## config.mk

```make
export PLATFORM = sky130hd
export DESIGN_NAME = typing_rate_status_color_core
export DESIGN_NICKNAME = d
export VERILOG_FILES = /design/src/sv/trsc_pkg.sv /design/src/sv/trsc_ctrl.sv /design/src/sv/trsc_datapath.sv /design/src/sv/typing_rate_status_color_core.sv
export SDC_FILE = /design/constraint.sdc
export NUM_CORES = 1
export LEC_CHECK = 0
export ABC_AREA = 1
export BUFFER_PORTS_ARGS = -buffer_cell sky130_fd_sc_hd__buf_2
export CAP_MARGIN = 5
export CORE_MARGIN = 1.5
export CORE_UTILIZATION = 68
export DETAILED_ROUTE_END_ITERATION = 6
export PLACE_DENSITY = 0.86
export REMOVE_ABC_BUFFERS = 1
export SYNTH_ARGS = -nofsm -noshare
export SYNTH_HDL_FRONTEND = slang
export SYNTH_HIERARCHICAL = 1
export SYNTH_SLANG_ARGS = --single-unit
```

## constraint.sdc

```tcl
create_clock -name clk -period 13.3 [get_ports clk]
set_input_delay 1.995 -clock clk [delete_from_list [all_inputs] [get_ports clk]]
set_output_delay 1.995 -clock clk [all_outputs]
set_load 0.005 [all_outputs]
```

## src/sv/trsc_pkg.sv

```systemverilog
`timescale 1ns / 1ps
`default_nettype none
// ----------------------------------------------------------------------------
// trsc_pkg
// Shared types, register codes and colour tables for the typing-rate core.
// ----------------------------------------------------------------------------
package trsc_pkg;

  localparam int RING_DEPTH_DEF = 16;

  localparam int CFG_W    = 16;
  localparam int CFG_IDXW = 3;

  localparam logic [CFG_IDXW-1:0] CFG_WINDOW   = 3'd0;
  localparam logic [CFG_IDXW-1:0] CFG_MIN_KEYS = 3'd1;
  localparam logic [CFG_IDXW-1:0] CFG_MIN_SPAN = 3'd2;
  localparam logic [CFG_IDXW-1:0] CFG_SLOW     = 3'd3;
  localparam logic [CFG_IDXW-1:0] CFG_MID      = 3'd4;
  localparam logic [CFG_IDXW-1:0] CFG_FAST     = 3'd5;

  localparam logic [15:0] WINDOW_RST   = 16'd5000;
  localparam logic [4:0]  MIN_KEYS_RST = 5'd3;
  localparam logic [15:0] MIN_SPAN_RST = 16'd500;
  localparam logic [7:0]  SLOW_RST     = 8'd20;
  localparam logic [7:0]  MID_RST      = 8'd40;
  localparam logic [7:0]  FAST_RST     = 8'd60;

  localparam logic [15:0] MS_PER_MIN = 16'd60000;
  localparam logic [2:0]  LAYER_MAX  = 3'd4;

  localparam logic [7:0] HUE_BOTH   = 8'd215;
  localparam logic [7:0] HUE_CAPS   = 8'd0;
  localparam logic [7:0] HUE_NUM    = 8'd170;
  localparam logic [7:0] HUE_GREEN  = 8'd85;
  localparam logic [7:0] HUE_YELLOW = 8'd43;
  localparam logic [7:0] HUE_ORANGE = 8'd21;
  localparam logic [7:0] HUE_RED    = 8'd0;
  localparam logic [7:0] FULL       = 8'd255;

  typedef enum logic [1:0] {
    ACT_PRESS = 2'd0,
    ACT_TICK  = 2'd1,
    ACT_LAYER = 2'd2,
    ACT_LOCK  = 2'd3
  } action_t;

  typedef enum logic [2:0] {
    S_IDLE,
    S_SCAN,
    S_DRAIN,
    S_MUL,
    S_EVAL,
    S_DIV,
    S_DONE
  } state_t;

  typedef struct packed {
    logic latch;
    logic scan_rd;
    logic mul;
    logic eval;
    logic div_step;
    logic fin;
  } cmd_t;

  typedef struct packed {
    logic scan_last;
    logic early;
    logic div_last;
    logic out_free;
  } sts_t;

  typedef struct packed {
    logic       drive;
    logic [7:0] hue;
    logic [7:0] sat;
    logic [7:0] bri;
  } colour_t;

  function automatic colour_t layer_colour(input logic [2:0] layer);
    colour_t c;
    c.drive = 1'b1;
    c.sat   = FULL;
    c.bri   = FULL;
    case (layer)
      3'd1:    c.hue = 8'd128;
      3'd2:    c.hue = 8'd28;
      3'd3:    c.hue = 8'd85;
      3'd4:    c.hue = 8'd191;
      default: begin
        c.hue = 8'd0;
        c.sat = 8'd0;
      end
    endcase
    return c;
  endfunction

  // Priority: both locks, caps, num, layer, then rate band.
  function automatic colour_t pick_colour(
    input logic       caps,
    input logic       num,
    input logic [7:0] rate,
    input logic [2:0] layer,
    input logic [7:0] slow,
    input logic [7:0] mid,
    input logic [7:0] fast
  );
    colour_t c;
    c.drive = 1'b1;
    c.hue   = 8'd0;
    c.sat   = FULL;
    c.bri   = FULL;
    if (!caps && !num && rate == 8'd0 && layer == 3'd0) begin
      c = '0;
    end else if (caps && num) begin
      c.hue = HUE_BOTH;
    end else if (caps) begin
      c.hue = HUE_CAPS;
    end else if (num) begin
      c.hue = HUE_NUM;
    end else if (layer != 3'd0) begin
      c = layer_colour(layer);
    end else if (rate < slow) begin
      c.hue = HUE_GREEN;
    end else if (rate < mid) begin
      c.hue = HUE_YELLOW;
    end else if (rate < fast) begin
      c.hue = HUE_ORANGE;
    end else begin
      c.hue = HUE_RED;
    end
    return c;
  endfunction

endpackage
`default_nettype wire

```

## src/sv/trsc_ctrl.sv

```systemverilog
`timescale 1ns / 1ps
`default_nettype none
// ----------------------------------------------------------------------------
// trsc_ctrl
// Sequencer: accept, ring scan, multiply, evaluate, serial divide, deliver.
// ----------------------------------------------------------------------------
module trsc_ctrl (
  input  wire logic              clk,
  input  wire logic              rst,
  input  wire logic              in_valid,
  input  wire logic [1:0]        in_action,
  output trsc_pkg::cmd_t         cmd,
  input  trsc_pkg::sts_t         sts,
  output logic                   in_ready
);
  import trsc_pkg::*;

  state_t state, state_next;

  always_ff @(posedge clk) begin
    if (rst) begin
      state <= S_IDLE;
    end else begin
      state <= state_next;
    end
  end

  always_comb begin
    state_next = state;
    case (state)
      S_IDLE: begin
        if (in_valid) begin
          if (in_action == ACT_PRESS || in_action == ACT_TICK) begin
            state_next = S_SCAN;
          end else begin
            state_next = S_DONE;
          end
        end
      end
      S_SCAN:  if (sts.scan_last) state_next = S_DRAIN;
      S_DRAIN: state_next = S_MUL;
      S_MUL:   state_next = S_EVAL;
      S_EVAL:  state_next = sts.early ? S_DONE : S_DIV;
      S_DIV:   if (sts.div_last) state_next = S_DONE;
      S_DONE:  if (sts.out_free) state_next = S_IDLE;
      default: state_next = S_IDLE;
    endcase
  end

  always_comb begin
    cmd      = '0;
    in_ready = 1'b0;
    case (state)
      S_IDLE: begin
        in_ready  = 1'b1;
        cmd.latch = in_valid;
      end
      S_SCAN:  cmd.scan_rd  = 1'b1;
      S_MUL:   cmd.mul      = 1'b1;
      S_EVAL:  cmd.eval     = 1'b1;
      S_DIV:   cmd.div_step = 1'b1;
      S_DONE:  cmd.fin      = sts.out_free;
      default: cmd = '0;
    endcase
  end

endmodule
`default_nettype wire

```

## src/sv/trsc_datapath.sv

```systemverilog
`timescale 1ns / 1ps
`default_nettype none
// ----------------------------------------------------------------------------
// trsc_datapath
// Press ring, window scan, rate divider, status registers and output beat.
// ----------------------------------------------------------------------------
module trsc_datapath #(
  parameter int RING_DEPTH = trsc_pkg::RING_DEPTH_DEF
) (
  input  wire logic                          clk,
  input  wire logic                          rst,
  input  wire logic                          cfg_we,
  input  wire logic [trsc_pkg::CFG_IDXW-1:0] cfg_index,
  input  wire logic [trsc_pkg::CFG_W-1:0]    cfg_data,
  input  wire logic [1:0]                    in_action,
  input  wire logic [31:0]                   in_now,
  input  wire logic [2:0]                    in_layer,
  input  wire logic                          in_caps,
  input  wire logic                          in_num,
  input  trsc_pkg::cmd_t                     cmd,
  output trsc_pkg::sts_t                     sts,
  output logic                               out_valid,
  input  wire logic                          out_ready,
  output trsc_pkg::colour_t                  out_colour,
  output logic [7:0]                         out_rate
);
  import trsc_pkg::*;

  localparam int AW = $clog2(RING_DEPTH);
  localparam int CW = $clog2(RING_DEPTH + 1);
  localparam int PW = CW + 16;

  // configuration
  logic [15:0] window_ms, min_span_ms;
  logic [4:0]  min_keys;
  logic [7:0]  slow_limit, mid_limit, fast_limit;

  always_ff @(posedge clk) begin
    if (rst) begin
      window_ms   <= WINDOW_RST;
      min_keys    <= MIN_KEYS_RST;
      min_span_ms <= MIN_SPAN_RST;
      slow_limit  <= SLOW_RST;
      mid_limit   <= MID_RST;
      fast_limit  <= FAST_RST;
    end else if (cfg_we) begin
      case (cfg_index)
        CFG_WINDOW:   window_ms   <= cfg_data;
        CFG_MIN_KEYS: min_keys    <= cfg_data[4:0];
        CFG_MIN_SPAN: min_span_ms <= cfg_data;
        CFG_SLOW:     slow_limit  <= cfg_data[7:0];
        CFG_MID:      mid_limit   <= cfg_data[7:0];
        CFG_FAST:     fast_limit  <= cfg_data[7:0];
        default: ;
      endcase
    end
  end

  // latched item
  logic [1:0]  act;
  logic [31:0] now_r;
  logic [2:0]  layer_r;
  logic        caps_r, num_r;

  always_ff @(posedge clk) begin
    if (cmd.latch) begin
      act     <= in_action;
      now_r   <= in_now;
      layer_r <= (in_layer > LAYER_MAX) ? LAYER_MAX : in_layer;
      caps_r  <= in_caps;
      num_r   <= in_num;
    end
  end

  // press ring: stored stamps in memory, occupancy in flip-flops
  logic [31:0]           ring [RING_DEPTH];
  logic [RING_DEPTH-1:0] used;
  logic [AW-1:0]         slot, raddr;
  logic [31:0]           rdata;
  logic                  rused, pend;
  logic                  do_write;

  assign do_write = cmd.latch && (in_action == ACT_PRESS);

  always_ff @(posedge clk) begin
    if (do_write) ring[slot] <= in_now;
    if (cmd.scan_rd) rdata <= ring[raddr];
  end

  always_ff @(posedge clk) begin
    if (rst) begin
      used  <= '0;
      slot  <= '0;
      raddr <= '0;
      pend  <= 1'b0;
      rused <= 1'b0;
    end else begin
      if (do_write) begin
        used[slot] <= (in_now != 32'd0);
        slot <= (slot == AW'(RING_DEPTH - 1)) ? '0 : slot + 1'b1;
      end
      pend <= cmd.scan_rd;
      if (cmd.scan_rd) rused <= used[raddr];
      if (cmd.latch) begin
        raddr <= '0;
      end else if (cmd.scan_rd) begin
        raddr <= raddr + 1'b1;
      end
    end
  end

  assign sts.scan_last = (raddr == AW'(RING_DEPTH - 1));

  // window accumulation, one slot a cycle
  logic [CW-1:0] count;
  logic [31:0]   oldest, age;

  assign age = now_r - rdata;

  always_ff @(posedge clk) begin
    if (cmd.latch) begin
      count  <= '0;
      oldest <= in_now;
    end else if (pend && rused && (age < {16'd0, window_ms})) begin
      count <= count + 1'b1;
      if (rdata < oldest) oldest <= rdata;
    end
  end

  // multiply, then decide early out or divide
  logic [PW-1:0] prod;
  logic [31:0]   span;
  logic          zero_c, sat_c, zero_r, sat_r;

  always_ff @(posedge clk) begin
    if (cmd.mul) begin
      prod <= PW'(count) * PW'(MS_PER_MIN);
      span <= now_r - oldest;
    end
  end

  assign zero_c = ({{(8 - CW){1'b0}}, count} < {3'd0, min_keys})
               || (span < {16'd0, min_span_ms}) || (span == 32'd0);
  assign sat_c  = ({{(40 - PW){1'b0}}, prod} >= {span, 8'd0});
  assign sts.early = zero_c || sat_c;

  // restoring divide for the eight quotient bits left below saturation
  logic [31:0] rem;
  logic [7:0]  dlow, quot;
  logic [2:0]  dcnt;
  logic [32:0] r2;
  logic        ge;

  assign r2 = {rem, dlow[7]};
  assign ge = (r2 >= {1'b0, span});
  assign sts.div_last = (dcnt == 3'd7);

  always_ff @(posedge clk) begin
    if (cmd.eval) begin
      zero_r <= zero_c;
      sat_r  <= sat_c;
      rem    <= {{(40 - PW){1'b0}}, prod[PW-1:8]};
      dlow   <= prod[7:0];
      quot   <= '0;
      dcnt   <= '0;
    end else if (cmd.div_step) begin
      rem  <= ge ? 32'(r2 - {1'b0, span}) : r2[31:0];
      dlow <= {dlow[6:0], 1'b0};
      quot <= {quot[6:0], ge};
      dcnt <= dcnt + 1'b1;
    end
  end

  // status update and colour pick
  logic [7:0] stored_rate;
  logic [2:0] stored_layer;
  logic       caps_flag, num_flag;
  logic [7:0] rate_res, rate_new;
  logic [2:0] layer_new;
  logic       caps_new, num_new, redraw;
  colour_t    pick;

  always_comb begin
    rate_res  = zero_r ? 8'd0 : (sat_r ? FULL : quot);
    rate_new  = stored_rate;
    layer_new = stored_layer;
    caps_new  = caps_flag;
    num_new   = num_flag;
    redraw    = 1'b1;
    case (act)
      ACT_PRESS: rate_new = rate_res;
      ACT_TICK: begin
        rate_new = rate_res;
        redraw   = (rate_res != stored_rate);
      end
      ACT_LAYER: layer_new = layer_r;
      ACT_LOCK: begin
        caps_new = caps_r;
        num_new  = num_r;
      end
      default: redraw = 1'b1;
    endcase
    pick = pick_colour(caps_new, num_new, rate_new, layer_new,
                       slow_limit, mid_limit, fast_limit);
    if (!redraw) pick = '0;
  end

  always_ff @(posedge clk) begin
    if (rst) begin
      stored_rate  <= '0;
      stored_layer <= '0;
      caps_flag    <= 1'b0;
      num_flag     <= 1'b0;
    end else if (cmd.fin) begin
      stored_rate  <= rate_new;
      stored_layer <= layer_new;
      caps_flag    <= caps_new;
      num_flag     <= num_new;
    end
  end

  // output beat register
  assign sts.out_free = !out_valid || out_ready;

  always_ff @(posedge clk) begin
    if (rst) begin
      out_valid <= 1'b0;
    end else if (cmd.fin) begin
      out_valid <= 1'b1;
    end else if (out_ready) begin
      out_valid <= 1'b0;
    end
  end

  always_ff @(posedge clk) begin
    if (cmd.fin) begin
      out_colour <= pick;
      out_rate   <= rate_new;
    end
  end

endmodule
`default_nettype wire

```

## src/sv/typing_rate_status_color_core.sv

```systemverilog
`timescale 1ns / 1ps
`default_nettype none
// ----------------------------------------------------------------------------
// typing_rate_status_color_core
// Typing-rate meter and status colour picker for a five-LED strip.
// ----------------------------------------------------------------------------
// Usage:
//   Each input beat is one event: a key press, a rate tick, a layer change
//   or a lock change (action in s_axis_tuser). Every event yields exactly one
//   output beat with the strip colour and the current rate in m_axis_tdata
//   and the drive flag in m_axis_tuser.
//   Presses and ticks scan the whole press ring, one slot a cycle through the
//   single memory read port, then run an 8-step serial divide unless the
//   rate is zero or saturated. One event is in flight at a time;
//   s_axis_tready is high only while the sequencer is idle.
//   The finished beat sits in an output register, so the next event is
//   taken while the receiver stalls; a second result then waits in the
//   sequencer until the register frees.
//   Reset clears the ring occupancy bits at once (no clearing pass), the
//   stored rate, layer and locks, and loads the register defaults.
//   Configuration writes (cfg_we/cfg_index/cfg_data) belong in idle time.
// ----------------------------------------------------------------------------
module typing_rate_status_color_core #(
  parameter int RING_DEPTH = trsc_pkg::RING_DEPTH_DEF
) (
  input  wire logic                          clk,
  input  wire logic                          rst,
  // configuration write port
  input  wire logic                          cfg_we,
  input  wire logic [trsc_pkg::CFG_IDXW-1:0] cfg_index,
  input  wire logic [trsc_pkg::CFG_W-1:0]    cfg_data,
  // event stream
  input  wire logic                          s_axis_tvalid,
  output logic                               s_axis_tready,
  // [31:0] now_ms, [34:32] layer_index, [35] caps_on, [36] num_on, [39:37] zero
  input  wire logic [39:0]                   s_axis_tdata,
  // [1:0] action
  input  wire logic [1:0]                    s_axis_tuser,
  // result stream
  output logic                               m_axis_tvalid,
  input  wire logic                          m_axis_tready,
  // [7:0] hue, [15:8] saturation, [23:16] brightness, [31:24] rate_wpm
  output logic [31:0]                        m_axis_tdata,
  // [0] drive
  output logic                               m_axis_tuser
);
  import trsc_pkg::*;

  cmd_t    cmd;
  sts_t    sts;
  colour_t colour;
  logic [7:0] rate;

  // Sequencer: owns the input handshake and steps the datapath.
  trsc_ctrl u_ctrl (
    .clk       (clk),
    .rst       (rst),
    .in_valid  (s_axis_tvalid),
    .in_action (s_axis_tuser),
    .cmd       (cmd),
    .sts       (sts),
    .in_ready  (s_axis_tready)
  );

  // Datapath: ring, scan, divider, status and the output beat register.
  trsc_datapath #(
    .RING_DEPTH (RING_DEPTH)
  ) u_dp (
    .clk        (clk),
    .rst        (rst),
    .cfg_we     (cfg_we),
    .cfg_index  (cfg_index),
    .cfg_data   (cfg_data),
    .in_action  (s_axis_tuser),
    .in_now     (s_axis_tdata[31:0]),
    .in_layer   (s_axis_tdata[34:32]),
    .in_caps    (s_axis_tdata[35]),
    .in_num     (s_axis_tdata[36]),
    .cmd        (cmd),
    .sts        (sts),
    .out_valid  (m_axis_tvalid),
    .out_ready  (m_axis_tready),
    .out_colour (colour),
    .out_rate   (rate)
  );

  // Pack the result beat, hue in the lowest byte and rate in the highest.
  assign m_axis_tdata = {rate, colour.bri, colour.sat, colour.hue};
  assign m_axis_tuser = colour.drive;

  // One event in flight: no accept in the cycle after an accept.
  a_one_in_flight: assert property (@(posedge clk) disable iff (rst)
    (s_axis_tvalid && s_axis_tready) |=> !s_axis_tready)
    else $error("input accepted twice in a row");

  // An undriven result carries a blank colour.
  a_blank_undriven: assert property (@(posedge clk) disable iff (rst)
    (m_axis_tvalid && !m_axis_tuser) |-> (m_axis_tdata[23:0] == 24'd0))
    else $error("colour present on an undriven result");

  // Output register empties on reset.
  a_reset_empty: assert property (@(posedge clk)
    rst |=> !m_axis_tvalid)
    else $error("result valid after reset");

endmodule
`default_nettype wire

```

* After elaboration in Yosys (flattened, before gate mapping)
Memory sizes are Yosys's and may differ from the RTL's. A register that Yosys moved wholly into a read port is not among the register bits. Cells that the tools add are included.
Word-level totals: register bits after elaboration 313, memory bits (writable) 512, output and inout port bits 35, logic and storage cells 185, memories 1
Cells by class: add/sub/neg operators 7, multipliers 1, magnitude comparators 13, eq/ne operators 27, muxes and demuxes 53, bitwise operators 1, reduce and logical (&&, ||, !) cells 42
Memories:
- u_dp.ring | depth 16, width 32, read ports 1, clocked after Yosys merged registers in 1, wr ports 1, line trsc_datapath.sv:76 | logic [31:0] ring [RING_DEPTH];
Operators by type and width (count):
- 32-bit two-way mux | 4
- 32-bit subtractor | 3
- 8-bit two-way mux | 11
- 32-bit by 16-bit less-than comparator with 1-bit output | 2
- 16-bit two-way mux | 4
- 21-bit by 40-bit >= comparator with 1-bit output | 1
- 33-bit by 32-bit >= comparator with 1-bit output | 1
- 32-bit logical NOT | 1
- 32-bit less-than comparator | 1
- 8-bit one-hot mux with 4 select lines | 1
- 32-bit nonzero test | 1
- 13-bit two-way mux | 2
- 25-bit two-way mux | 1
- 8-bit less-than comparator | 3
- 3-bit equality test (second input constant) | 7
- 3-bit one-hot mux with 7 select lines | 1
- 3-bit by 2-bit equality test with 1-bit output (second input constant) | 6
- 3-bit two-way mux | 6
- 16-bit bitwise mux | 1
- 5-bit by 11-bit multiplier with 16-bit output (second input constant) | 1
- 1-bit two-way mux | 16
- 2-bit AND reduction | 7
- 4-bit by 5-bit less-than comparator with 1-bit output (second input constant) | 2
- 3-bit by 1-bit equality test with 1-bit output (second input constant) | 3
- other kinds (30) | 58

* Longest topological paths before layout
depth after elaboration 12, gate-level depth with buffers 24

* Hierarchy
Netlist, hierarchy kept.
Modules (own cells, without submodules):
- trsc_datapath | times used 1, cells an instance 4211, area each 41404.7 sq um, seq. area each 23712.7 sq um
- trsc_ctrl | times used 1, cells an instance 54, area each 316.6 sq um, seq. area each 60.1 sq um

* Least setup slack after synthesis
Ideal clock, no wire load.
path type input-to-reg, from input port s_axis_tvalid, to memory u_dp.ring[11][0] (enable), setup time 424 ps, arrival time 7799 ps, required time 12876 ps, path slack 5078 ps, stages on the path 9, path buffers 0, cell sequence inv_1 > nor3_1 > inv_1 > nor3_2 > inv_1 > nor2_1 > inv_1 > or2_1 > nor2_1
RTL lines:
- start, declared | line typing_rate_status_color_core.sv:33 | input wire logic s_axis_tvalid,
- end, declared | line trsc_datapath.sv:76

==> parameters.txt <==
Parameter                              Value

Status
  Status ... finished clean

CTS
  Clock sink count ... 838
  Clk_lat worst skew ... 0.67 ns
  Total of cells resized after clock tree synthesis ... 0
  Number of buffers inserted for hold repair after clock tree synthesis ... 0
  Number of buffers created by CTS ... between 80 and 90
  Maximum clock insertion buffer count ... 3
  Setup Fix Bufs, Post-CTS ... 0
  H-tree Lvls ... 3
  Register clock-pin slew on the reported worst setup and hold paths ... 0.07 ns
  Root buffer cell ... clkbuf_16
  TritonCTS clock tree ... yes

Worst setup path
  Crit path arrival time ... 5.17 ns
  Count of cell instances traversed by the critical path ... 14
  Number of buffer and inverter stages on the critical path ... 7
  Slowest-stage cell, CP ... buf_4
  Critical Path End Type ... flop
  CP top delay family ... buffers and inverters
  Crit path launch ... s_axis_tvalid
  Worst Path Max Fanout ... 31
  Cell with the most instances on the worst path ... inv_1
  Kind of start point of the critical path ... input port
  Critical path required time ... 13.87 ns
  Worst R2R Path Depth ... 18
  Worst Path Class, Setup ... input port to flop
  Critical R2R Launch ... u_dp/rdata[3]
  Chain of cells forming the critical path ... buf_2, inv_1, nor3_2, buf_4, inv_1, nor3_2, inv_1, nor2_1, inv_1, or2_1, nor2_4, buf_4, o21ai_0, a21oi_1
  Peak per-stage delay on the critical path ... between 0.5 and 0.6 ns

Synth
  EDFF count, synth ... 699
  Number of storage elements in the synthesis netlist ... 838
  Netlist area before placement ... 0.0417 sq mm
  Sequential element share of the synthesized area ... 0.570
  Warnings from Yosys ... 6
  Async set or reset register ratio after synthesis ... 0
  Dominant cell type by area after synthesis ... edfxtp_1
  Post-synth top area share ... 0.503
  Primary FF master, synth ... edfxtp_1
  Combinational family with the most area after synthesis ... simple AND/OR/NAND/NOR gates
  Number of instances in the synthesized netlist ... 4265
  Average footprint of a synthesized cell ... between 9 and 10 sq um
  Area share of and/or/nand/nor cells after synthesis ... 0.142
  Xor and xnor area share after synthesis ... 0.0176
  Synthesized-area fraction occupied by ao, oa, aoi and oai cells ... 0.133
  Multiplexer area fraction after synthesis ... 0
  Largest cells by area after synthesis ... edfxtp_1 (50%), ha_1 (7.0%), dfxtp_1 (6.7%), nand2_1 (6.3%), o21ai_0 (5.7%)
  Distinct cells, synth ... 56
  Share of synthesized cell area in full adder, half adder and majority cells ... 0.0744

Layout
  Post-synthesis to final-layout area growth ... 9.58%
  Number of fill cells ... 3866
  Core Util, Final ... 0.756
  Total number of nets in the final design ... 4626
  Share of cells above drive strength 1 ... 0.0752
  Highest-count cells in the layout ignoring fill and taps ... edfxtp_1 (699), nand2_1 (696), inv_1 (495), o21ai_0 (471), nor2_1 (452)
  Most common cell after layout, fill and taps aside ... edfxtp_1

Detailed routing
  Met2 WL ... 51700 um
  Number of nets with antenna violations after routing ... 0
  DRC violations left ... 0
  Routed met1 length ... around 42000 um
  Met3 wire length ... 10200 um
  Total wire length after detailed routing ... 108000 um
  Number of vias in the routed layout ... 32200
  Drt first-iter violations ... 4164
  Mean number of vias per cell ... 6.23
  Detailed-routing iteration count for the pre-antenna-repair pass ... 6
  Highest routing layer actually used ... met5
  Routed wire per std cell ... 20.9 um

STA
  Number of setup violations in the final report ... 0
  Post-route clock period utilization ... 0.346
  Slew of the pin with the lowest slew margin ... 1.22 ns
  Number of pins with negative max-slew slack in the final report ... 0
  Timing-limited maximum frequency ... 217 MHz
  Unrepaired setup endpoints after global routing ... no
  Setup TNS after final layout ... 0 ns
  Crit path time final ... between 4 and 5 ns
  Max_slew headroom ... 0.185
  Total count of hold-check failures in the final report ... 0
  Final setup skew ... between 0.04 and 0.05 ns

Floorplan
  CORE AREA ... just over 0.06 sq mm
  Initial Utilization ... 0.690
  Number of top-level pins ... 101
  Width of the die ... 251 um
  Height of the die ... approximately 250 um
  Total number of placement rows ... 90
  Die area ... between 0.06 and 0.07 sq mm

Placement
  Placer Congestion ... 1.01
  I/O Buffers ... 97
  HPWL reported at the end of detailed placement ... about 68000 um

Worst hold path
  Tightest Hold Check Type ... flop to flop
  Min-Delay Startpoint ... u_dp/fast_limit[0]
  Hold Path Stages ... 2

Flow run
  Max Cap Violations ... 0

Global routing
  Global route total overflow ... 0
  Vias in the first global route ... 31200
  First-pass GRT wire length ... 167000 um
  Combined global-route utilization of all metal layers ... 0.342
  Number of antenna violations at the first check in global routing ... 2
  Largest net degree at the start of global routing ... slightly below 100

Pwr
  Power per Cell Area ... 195 mW/mm^2
  Worst VDD drop ... 0.000139 V
  Static power due to leakage ... 18.4 nW
==> flip-flops by register name (all words and copies together), names as in the netlist, 8 cells and up <==
register          count
u_dp/rem             32
u_dp/out_colour      10
u_dp/span            32
u_dp/out_rate         8
u_dp/slow_limit       8
u_dp/mid_limit        8
u_dp/fast_limit       8
u_dp/oldest          32
u_dp/used            16
u_dp/now_r           32
u_dp/window_ms       16
u_dp/prod            16
u_dp/quot             8
u_dp/stored_rate      8
u_dp/min_span_ms     16
u_dp/rdata           32
u_dp/ring           512
==> synth_stat cells, types with 6 or more instances <==
| cell type | n |
|---|---|
| edfxtp_1 | 699 |
| nand2_1 | 696 |
| inv_1 | 497 |
| o21ai_0 | 472 |
| nor2_1 | 469 |
| a21oi_1 | 235 |
| ha_1 | 232 |
| nand3_1 | 140 |
| dfxtp_1 | 139 |
| clkbuf_1 | 136 |
| o22ai_1 | 91 |
| xor2_1 | 55 |
| o221ai_1 | 54 |
| o211ai_1 | 42 |
| nor3_1 | 30 |
| nand4_1 | 29 |
| xnor2_1 | 29 |
| nor4_1 | 22 |
| o21ai_1 | 19 |
| buf_4 | 16 |
| nand2_2 | 14 |
| a31oi_1 | 12 |
| inv_2 | 11 |
| fa_1 | 10 |
| o21bai_1 | 10 |
| a21o_1 | 9 |
| a211oi_1 | 8 |
| nand3b_1 | 8 |
| nor2_2 | 7 |
| a21boi_0 | 6 |
| buf_2 | 6 |
==> power by group <==
part	internal (mW)	switching, mW
Sequential	3.20	0.174
Clock	1.36	1.03
Combinational	1.01	2.13
Total	5.57	3.33
==> layer usage <==
metal	up-vias	GRT usage
li1	14900	-
met1	15100	0.451
met2	1883	0.565
met3	352	0.0591
met4	4	0.141
met5	-	0
==> through the flow <==
step	total power [mW]	instances	area [sq um]	hold WS, ns	setup WS, ns
finish	8.90	5171	45700	0.449	8.70
global route	9.38	5170	45700	0.476	8.56
CTS	8.84	5170	45700	0.451	8.79
detailed placement	6.44	5015	42900	0.442	8.18
global placement	6.33	5015	42900	0.437	8.25
floorplan	5.57	4100	41000	0.426	1.92
==> final cells by class <==
cell class	count	area, sq um	area share
Antenna cell	1	2.50	0.0000547
Clock inverter	42	527	0.0115
Inverter	513	1930	0.0423
Multi-Input combinational cell	2749	15500	0.338
Timing Repair Buffer	133	756	0.0165
Sequential cell	838	23800	0.520
Clock buffer	113	2270	0.0497
Tap cell	782	978	0.0214
==> worst paths after layout <==
path | to | slack (ns)
max | u_dp/used[11] | 8.70
min | u_dp/fast_limit[0] | 0.45
max reg2reg | u_dp/oldest[1] | 8.96
min reg2reg | u_dp/fast_limit[0] | 0.45
==> tightest hold or removal path: stages (launching register included) <==
cell and delay [ns]:
dfxtp_1 0.29, inv_1 0.05, a21oi_1 0.05
==> kinds of logic after synthesis <==
logic type	count (synthesis)
simple gates	1439
fa+ha+maj	242
flops	838
compound gates	984
xor+xnor	84
buf+inv	678
No activity file was read; power rests on OpenSTA's default activity.
